## config.mk

```make
export PLATFORM = sky130hd
export DESIGN_NAME = mac_keyed_timestamp_table_core
export DESIGN_NICKNAME = d
export VERILOG_FILES = /design/src/sv/mkt_pkg.sv /design/src/sv/mkt_ram.sv /design/src/sv/mac_keyed_timestamp_table_core.sv
export SDC_FILE = /design/constraint.sdc
export NUM_CORES = 2
export LEC_CHECK = 0
export BUFFER_PORTS_ARGS = -buffer_cell sky130_fd_sc_hd__buf_2
export CAP_MARGIN = 20
export CORE_MARGIN = 5
export CORE_UTILIZATION = 55
export CTS_CLUSTER_DIAMETER = 30
export DETAILED_ROUTE_END_ITERATION = 7
export MAX_ROUTING_LAYER = met4
export PLACE_DENSITY = 0.71
export SLEW_MARGIN = 20
export SYNTH_ARGS = -nofsm -noshare
export SYNTH_HDL_FRONTEND = slang
export SYNTH_SLANG_ARGS = --single-unit
```

## constraint.sdc

```tcl
create_clock -name clock -period 20.2 [get_ports clock]
set_input_delay 4.04 -clock clock [delete_from_list [all_inputs] [get_ports clock]]
set_output_delay 4.04 -clock clock [all_outputs]
set_load 0.02 [all_outputs]
```

## src/sv/mkt_pkg.sv

```systemverilog
// Shared types and constants for the MAC keyed timestamp table.
// No dependencies.
package mkt_pkg;

   localparam int TABLE_ENTRIES_DEF = 16;
   localparam int MAC_W             = 48;
   localparam int TS_W              = 32;
   localparam int OCC_W             = 5;

   typedef enum logic [1:0] {
      CMD_UPSERT = 2'd0,
      CMD_LOOKUP = 2'd1,
      CMD_CLEAR  = 2'd2,
      CMD_NOP    = 2'd3
   } cmd_type;

   typedef enum logic [1:0] {
      ST_UPDATED  = 2'd0,
      ST_INSERTED = 2'd1,
      ST_FULL     = 2'd2,
      ST_DONE     = 2'd3
   } status_type;

   typedef enum logic [1:0] {
      S_IDLE,
      S_SCAN,
      S_READ_TS
   } state_type;

endpackage

```

## src/sv/mkt_ram.sv

```systemverilog
// Generic single-write, single-read RAM with registered read data.
// Depends on mkt_pkg for default sizes.
module mkt_ram
   import mkt_pkg::*;
#(
   parameter int WIDTH = MAC_W,
   parameter int DEPTH = TABLE_ENTRIES_DEF,
   localparam int AW   = (DEPTH > 1) ? $clog2(DEPTH) : 1
) (
   input  logic             clock,
   input  logic             wr_en,
   input  logic [AW-1:0]    wr_addr,
   input  logic [WIDTH-1:0] wr_data,
   input  logic [AW-1:0]    rd_addr,
   output logic [WIDTH-1:0] rd_data
);

   logic [WIDTH-1:0] mem_ff [DEPTH];
   logic [WIDTH-1:0] rd_data_ff;

   always_ff @(posedge clock) begin
      if (wr_en) begin
         mem_ff[wr_addr] <= wr_data;
      end
      rd_data_ff <= mem_ff[rd_addr];
   end

   assign rd_data = rd_data_ff;

endmodule

```

## src/sv/mac_keyed_timestamp_table_core.sv

```systemverilog
// Top level of the MAC keyed timestamp table: control, valid marks, count.
// Depends on mkt_pkg and instantiates two mkt_ram memories.
//
// A request is taken when start is high and busy is low; each request gives
// exactly one result, shown on the rsp_ ports for one cycle with rsp_strobe
// high. The receiver cannot stall, so results are never held back. MAC keys
// live in one memory and timestamps in another; an upsert or lookup walks
// the MAC memory through its single read port, one entry per cycle, and
// stops at the first valid match. A request that matches at slot k keeps
// busy high until slot k has been compared, then a lookup hit also reads
// the timestamp memory in S_READ_TS; a request that misses keeps it high
// until every slot has been compared. A lookup that hits the last slot is
// the longest case. Clear and the no-op command finish in the accept cycle
// and keep busy low; their result shows in the cycle after the accept. For
// a scanning request the result shows in the first cycle with busy low
// again. Valid marks and the entry count are flip-flops cleared at reset
// and by clear, so no memory sweep is needed.
module mac_keyed_timestamp_table_core
   import mkt_pkg::*;
#(
   parameter int TABLE_ENTRIES = TABLE_ENTRIES_DEF
) (
   input  logic              clock,
   input  logic              reset,
   input  logic              start,
   output logic              busy,
   input  logic [1:0]        req_command,
   input  logic [MAC_W-1:0]  req_mac_key,
   input  logic [TS_W-1:0]   req_seconds_in,
   input  logic [TS_W-1:0]   req_fraction_in,
   output logic              rsp_strobe,
   output logic [1:0]        rsp_status,
   output logic              rsp_found,
   output logic [TS_W-1:0]   rsp_seconds_out,
   output logic [TS_W-1:0]   rsp_fraction_out,
   output logic [OCC_W-1:0]  rsp_occupancy
);

   localparam int IW = (TABLE_ENTRIES > 1) ? $clog2(TABLE_ENTRIES) : 1;
   localparam int CW = $clog2(TABLE_ENTRIES + 1);
   localparam logic [IW-1:0] LAST = IW'(TABLE_ENTRIES - 1);

   // Control state
   state_type               state_ff, state_in;
   logic [IW-1:0]           idx_ff, idx_in;          // address being read
   logic                    cmp_vld_ff, cmp_vld_in;  // read data is live
   logic [IW-1:0]           cmp_idx_ff, cmp_idx_in;  // address of live data
   logic                    free_vld_ff, free_vld_in;
   logic [IW-1:0]           free_idx_ff, free_idx_in;
   logic [TABLE_ENTRIES-1:0] valid_ff, valid_in;
   logic [CW-1:0]           count_ff, count_in;

   // Request hold registers
   cmd_type                 cmd_ff, cmd_in;
   logic [MAC_W-1:0]        key_ff, key_in;
   logic [TS_W-1:0]         sec_ff, sec_in;
   logic [TS_W-1:0]         frac_ff, frac_in;

   // Result registers
   logic                    rsp_strobe_ff, rsp_strobe_in;
   status_type              rsp_status_ff, rsp_status_in;
   logic                    rsp_found_ff, rsp_found_in;
   logic [TS_W-1:0]         rsp_sec_ff, rsp_sec_in;
   logic [TS_W-1:0]         rsp_frac_ff, rsp_frac_in;
   logic [OCC_W-1:0]        rsp_occ_ff, rsp_occ_in;

   // Memory ports
   logic                    mac_wr_en;
   logic [MAC_W-1:0]        mac_rd_data;
   logic                    ts_wr_en;
   logic [IW-1:0]           ts_wr_addr;
   logic [2*TS_W-1:0]       ts_rd_data;

   // Scan decode
   logic                    cur_valid;
   logic                    hit;
   logic                    at_last;
   logic                    free_any;
   logic [IW-1:0]           free_slot;
   logic                    accept;

   assign accept    = start && (state_ff == S_IDLE);
   assign cur_valid = valid_ff[cmp_idx_ff];
   assign hit       = cmp_vld_ff && cur_valid && (mac_rd_data == key_ff);
   assign at_last   = cmp_vld_ff && (cmp_idx_ff == LAST);
   assign free_any  = free_vld_ff || (cmp_vld_ff && !cur_valid);
   assign free_slot = free_vld_ff ? free_idx_ff : cmp_idx_ff;

   mkt_ram #(
      .WIDTH (MAC_W),
      .DEPTH (TABLE_ENTRIES)
   ) u_mac_ram (
      .clock   (clock),
      .wr_en   (mac_wr_en),
      .wr_addr (free_slot),
      .wr_data (key_ff),
      .rd_addr (idx_ff),
      .rd_data (mac_rd_data)
   );

   mkt_ram #(
      .WIDTH (2 * TS_W),
      .DEPTH (TABLE_ENTRIES)
   ) u_ts_ram (
      .clock   (clock),
      .wr_en   (ts_wr_en),
      .wr_addr (ts_wr_addr),
      .wr_data ({sec_ff, frac_ff}),
      .rd_addr (cmp_idx_ff),
      .rd_data (ts_rd_data)
   );

   always_ff @(posedge clock) begin
      if (reset) begin
         state_ff      <= S_IDLE;
         cmp_vld_ff    <= 1'b0;
         free_vld_ff   <= 1'b0;
         valid_ff      <= '0;
         count_ff      <= '0;
         rsp_strobe_ff <= 1'b0;
      end else begin
         state_ff      <= state_in;
         cmp_vld_ff    <= cmp_vld_in;
         free_vld_ff   <= free_vld_in;
         valid_ff      <= valid_in;
         count_ff      <= count_in;
         rsp_strobe_ff <= rsp_strobe_in;
      end
   end

   always_ff @(posedge clock) begin
      idx_ff        <= idx_in;
      cmp_idx_ff    <= cmp_idx_in;
      free_idx_ff   <= free_idx_in;
      cmd_ff        <= cmd_in;
      key_ff        <= key_in;
      sec_ff        <= sec_in;
      frac_ff       <= frac_in;
      rsp_status_ff <= rsp_status_in;
      rsp_found_ff  <= rsp_found_in;
      rsp_sec_ff    <= rsp_sec_in;
      rsp_frac_ff   <= rsp_frac_in;
      rsp_occ_ff    <= rsp_occ_in;
   end

   always_comb begin
      state_in      = state_ff;
      idx_in        = idx_ff;
      cmp_vld_in    = cmp_vld_ff;
      cmp_idx_in    = cmp_idx_ff;
      free_vld_in   = free_vld_ff;
      free_idx_in   = free_idx_ff;
      valid_in      = valid_ff;
      count_in      = count_ff;
      cmd_in        = cmd_ff;
      key_in        = key_ff;
      sec_in        = sec_ff;
      frac_in       = frac_ff;
      rsp_strobe_in = 1'b0;
      rsp_status_in = rsp_status_ff;
      rsp_found_in  = rsp_found_ff;
      rsp_sec_in    = rsp_sec_ff;
      rsp_frac_in   = rsp_frac_ff;
      rsp_occ_in    = rsp_occ_ff;
      mac_wr_en     = 1'b0;
      ts_wr_en      = 1'b0;
      ts_wr_addr    = hit ? cmp_idx_ff : free_slot;

      case (state_ff)
         S_IDLE: begin
            if (accept) begin
               cmd_in      = cmd_type'(req_command);
               key_in      = req_mac_key;
               sec_in      = req_seconds_in;
               frac_in     = req_fraction_in;
               idx_in      = '0;
               cmp_vld_in  = 1'b0;
               free_vld_in = 1'b0;
               case (cmd_type'(req_command))
                  CMD_UPSERT, CMD_LOOKUP: begin
                     state_in = S_SCAN;
                  end
                  CMD_CLEAR: begin
                     // Drop every entry at once; memory contents stay behind
                     // invalid marks.
                     valid_in      = '0;
                     count_in      = '0;
                     rsp_strobe_in = 1'b1;
                     rsp_status_in = ST_DONE;
                     rsp_found_in  = 1'b0;
                     rsp_sec_in    = '0;
                     rsp_frac_in   = '0;
                     rsp_occ_in    = '0;
                  end
                  default: begin
                     rsp_strobe_in = 1'b1;
                     rsp_status_in = ST_DONE;
                     rsp_found_in  = 1'b0;
                     rsp_sec_in    = '0;
                     rsp_frac_in   = '0;
                     rsp_occ_in    = OCC_W'(count_ff);
                  end
               endcase
            end
         end

         S_SCAN: begin
            // Advance the read address; hold it on the last entry.
            cmp_vld_in = 1'b1;
            cmp_idx_in = idx_ff;
            idx_in     = (idx_ff == LAST) ? idx_ff : IW'(idx_ff + 1'b1);
            // Remember the lowest free slot seen so far.
            if (!free_vld_ff && cmp_vld_ff && !cur_valid) begin
               free_vld_in = 1'b1;
               free_idx_in = cmp_idx_ff;
            end

            if (hit) begin
               if (cmd_ff == CMD_UPSERT) begin
                  ts_wr_en      = 1'b1;
                  state_in      = S_IDLE;
                  rsp_strobe_in = 1'b1;
                  rsp_status_in = ST_UPDATED;
                  rsp_found_in  = 1'b1;
                  rsp_sec_in    = sec_ff;
                  rsp_frac_in   = frac_ff;
                  rsp_occ_in    = OCC_W'(count_ff);
               end else begin
                  // Timestamp read issues at cmp_idx this cycle.
                  state_in = S_READ_TS;
               end
            end else if (at_last) begin
               state_in      = S_IDLE;
               rsp_strobe_in = 1'b1;
               rsp_found_in  = 1'b0;
               rsp_sec_in    = '0;
               rsp_frac_in   = '0;
               rsp_occ_in    = OCC_W'(count_ff);
               if (cmd_ff == CMD_UPSERT) begin
                  if (free_any) begin
                     mac_wr_en           = 1'b1;
                     ts_wr_en            = 1'b1;
                     valid_in[free_slot] = 1'b1;
                     count_in            = CW'(count_ff + 1'b1);
                     rsp_status_in       = ST_INSERTED;
                     rsp_occ_in          = OCC_W'(count_in);
                  end else begin
                     rsp_status_in = ST_FULL;
                  end
               end else begin
                  rsp_status_in = ST_DONE;
               end
            end
         end

         S_READ_TS: begin
            state_in      = S_IDLE;
            rsp_strobe_in = 1'b1;
            rsp_status_in = ST_DONE;
            rsp_found_in  = 1'b1;
            rsp_sec_in    = ts_rd_data[2*TS_W-1:TS_W];
            rsp_frac_in   = ts_rd_data[TS_W-1:0];
            rsp_occ_in    = OCC_W'(count_ff);
         end

         default: begin
            state_in = S_IDLE;
         end
      endcase
   end

   assign busy             = (state_ff != S_IDLE);
   assign rsp_strobe       = rsp_strobe_ff;
   assign rsp_status       = rsp_status_ff;
   assign rsp_found        = rsp_found_ff;
   assign rsp_seconds_out  = rsp_sec_ff;
   assign rsp_fraction_out = rsp_frac_ff;
   assign rsp_occupancy    = rsp_occ_ff;

endmodule

```

==> metrics.cfg <==
[drt]
drtPass1Iterations = 5
totalWireLength_mm = 188
detail_route.iter0.violations = 4571
route.antenna.remaining_nets = 0
drcViolationCount = 0
vias_per_cell = 6.36
routed_wire_length_per_instance_um = 31.1
route.vias.total = 38400

[pwr]
power.ir.vdd_worst_mv = 0.113
p_leak_nw = 31.0
comb_power_share_pct = 3.7
power_mw = 11.9
internal_power_mw = 9.37
clkPwrFrac_pct = 54.4
sequential_group_share_of_total_power_pct = 41.9
p_sw_mw = 2.55
powerDensity_mw_per_mm2 = 125
power.share.switching_pct = 21.4

[cells_and_area]
final_layout_size_suffix_gt1_share_pct = 37.5
fin_nets = 3936
finalCoreUtilization_pct = 66.9
area_growth_syn_to_layout_pct = 21.3

[timing]
max_freq_mhz = 167
finalCritPeriodShare_pct = 29.7
timing.final.setup_violations = 0
clock_tree_skew_after_final_layout_ps = 76.1
timing.final.max_slew_violations = 0
min_clock_period_post_route_ps = 6000
tightestPinTransition_ps = 1170
fin_ws_ps = 14200
relSlewSlack_pct = 21.9
final.setup.tns_ps = 0
whs_ps = 485
rsz0062_at_grt = false
finalHoldViolCount = 0

[floorplanning]
dieHeight_um = 389
die-area_mm2 = 0.151
pin_count = 191
core_mm2 = 0.143
start_util_pct = 55.1
placement_rows = 139
floorplan.die.width_um = 389

[synthesis]
post_synthesis_cell_area_mm2 = 0.0789
ys_async_sr_fraction_pct = 0
synth_top_cell_by_area = sky130_fd_sc_hd__edfxtp_1
number_of_instances_in_the_synthesized_netlist = 3317
dominant_cell_by_count_in_the_synthesized_netlist = sky130_fd_sc_hd__edfxtp_1
ys_warn_count = 0
yosysSeqAreaShare_pct = 79.2
synth_edf_count = 1990
ys_ff_latch = 2128
synthDominantCellAreaShare_pct = 75.7
synth_flop_cell = sky130_fd_sc_hd__edfxtp_1
mean_cell_area_of_the_mapped_netlist_um2 = 23.8
yosysUniqueCellTypes = 63
synth_common_cells = 1990 x sky130_fd_sc_hd__edfxtp_1, 564 x sky130_fd_sc_hd__mux4_2, 138 x sky130_fd_sc_hd__dfxtp_1
synth_fp_nets = 3440
yosys-top-cells-area = sky130_fd_sc_hd__edfxtp_1 76%, sky130_fd_sc_hd__mux4_2 16%, sky130_fd_sc_hd__dfxtp_1 3.5%, sky130_fd_sc_hd__a22oi_1 0.61%, sky130_fd_sc_hd__clkbuf_1 0.56%

[global_routing]
wire_length_of_the_first_global_routing_pass_mm = 276
grt_overflow = 0
global_route.usage.total_pct = 25.8
antenna_violations_before_repair = 14
maximum_number_of_pins_on_one_net_before_global_route_repair = 140
grt_pass1_vias = 40400

[setup_path]
rrSetupSlack_ps = 14560
arrival_ps = 1960
worstSetupPathType = reg -> out
crit-reg2reg-capture = u_ts_ram.mem_ff[1][43]$_DFFE_PP_
register_to_register_path_depth = 9
start_kind = register
cp-end-kind = output pin
crit_start = state_ff[1]$_SDFFE_PP0P_
crit_path_max_fanout = 7
rr_startpoint = key_ff[42]$_DFFE_PP_
worst_ep_required_time_ps = 16160

[hold_path]
hold-path-endpoint = valid_ff[11]$_SDFFE_PP0P_
timing.hold.worst.start = valid_ff[11]$_SDFFE_PP0P_
hold_depth = 2
hold_wc_path_type = reg -> reg

[run]
max_cap_viol_count = 0

[placed_design]
placement.io_buffers = 190
gp_routability_congestion = 0.764
place_hpwl_mm = 85.8
dp_worst_setup_slack_ps = 13930

[cts]
ctsLongestPathBuffers = 4
postCtsHoldBufs = 0
max_h_tree_level = 5
cts_setup_buffers = 0
number_of_sinks_on_the_clock_net = 2128
post_cts_resize_count = 0
clk_pin_slew_ps = 40
tritoncts = built
cts_inserted_buffers = 383
ctsRootBufferMaster = sky130_fd_sc_hd__clkbuf_16
source_to_sink_clock_delay_at_the_later_pin_of_the_worst_skew_pair_ps = 950

[run_status]
outcome = complete, no violations

final cells by class:
cell class,instances,area [um2]
multi-input combinational,1004,15900
clock inverter,255,3070
inverter,13,53.8
clock buffer,441,10100
fill,8398,47400
antenna,13,32.5
tap,1903,2380
timing repair buffer,283,1690
sequential,2128,62500
worst max path at each step:
| stage | to | slack [ps] | cells after the start |
|---|---|---|---|
| after floorplan | u_ts_ram.mem_ff[15][0]$_DFFE_PP_ | 7300 | 9 |
| after global placement | rsp_strobe$_SDFF_PP0_ | 13990 | 7 |
| after detailed placement | rsp_strobe$_SDFF_PP0_ | 13930 | 7 |
| after CTS | busy | 14140 | 4 |
| after global routing | busy | 14080 | 4 |
| final | busy | 14200 | 4 |
power by group through the flow:
| stage | combinational, mW | clock, mW | sequential, mW |
|---|---|---|---|
| final | 0.436 | 6.49 | 5.00 |
| after global placement | 0.431 | 0 | 5.07 |
| after global routing | 0.465 | 6.81 | 5.00 |
| after CTS | 0.442 | 6.56 | 5.00 |
| after floorplan | 0.299 | 0 | 5.06 |
| after detailed placement | 0.432 | 0 | 5.08 |
layer usage:
layer  GRT usage (%)  wire length, um
met4            7.93             4420
met5               -                0
met1            35.3            72800
met2            39.3            91800
met3            6.51            19000
registers in the layout, indices dropped and copies added, names as in the netlist, 4 cells and up:
name and count:
cmp_idx_ff 4, count_ff 5, frac_ff 32, free_idx_ff 4
idx_ff 4, key_ff 48, rsp_fraction_out 32, rsp_occupancy 5
rsp_seconds_out 32, sec_ff 32, u_mac_ram.mem_ff 768, u_mac_ram.rd_data 48
u_ts_ram.mem_ff 1024, u_ts_ram.rd_data 64, valid_ff 16
cells by family after synthesis:
group,count (synthesis),share of synthesized area [%]
mux,575,16.2
xor+xnor,47,0.522
simple gates,240,1.66
buf+inv,185,0.913
flops,2128,79.2
fa+ha+maj,6,0.0951
compound gates,136,1.34
cell usage in the layout, fill, tap and decap left out, types with 18 or more instances in the layout:
| master | count |
|---|---|
| sky130_fd_sc_hd__clkinv_2 | 35 |
| sky130_fd_sc_hd__bufinv_16 | 49 |
| sky130_fd_sc_hd__clkinv_4 | 23 |
| sky130_fd_sc_hd__buf_4 | 89 |
| sky130_fd_sc_hd__clkbuf_1 | 32 |
| sky130_fd_sc_hd__dfxtp_1 | 138 |
| sky130_fd_sc_hd__edfxtp_1 | 1990 |
| sky130_fd_sc_hd__clkinvlp_4 | 56 |
| sky130_fd_sc_hd__nor2b_1 | 67 |
| sky130_fd_sc_hd__clkinv_1 | 20 |
| sky130_fd_sc_hd__clkbuf_8 | 22 |
| sky130_fd_sc_hd__xnor2_1 | 32 |
| sky130_fd_sc_hd__mux4_2 | 564 |
| sky130_fd_sc_hd__nand2_1 | 18 |
| sky130_fd_sc_hd__inv_6 | 55 |
| sky130_fd_sc_hd__a22oi_1 | 64 |
| sky130_fd_sc_hd__nor2_1 | 49 |
| sky130_fd_sc_hd__nor3_2 | 26 |
| sky130_fd_sc_hd__clkbuf_16 | 387 |
| sky130_fd_sc_hd__buf_2 | 190 |
metrics by stage:
step,instance area [um2],instances
finish,95700,6040
global route,95700,6036
CTS,95700,6027
detailed placement,82500,5331
global placement,82500,5330
floorplan,78900,3317
worst max-delay path, cell delays in order, from the launching register on:
cell                      delay [ps]
sky130_fd_sc_hd__dfxtp_1         390
sky130_fd_sc_hd__inv_1           110
sky130_fd_sc_hd__ha_2            250
sky130_fd_sc_hd__inv_1           130
sky130_fd_sc_hd__buf_2           180
Power figures use the tool's default switching activity.
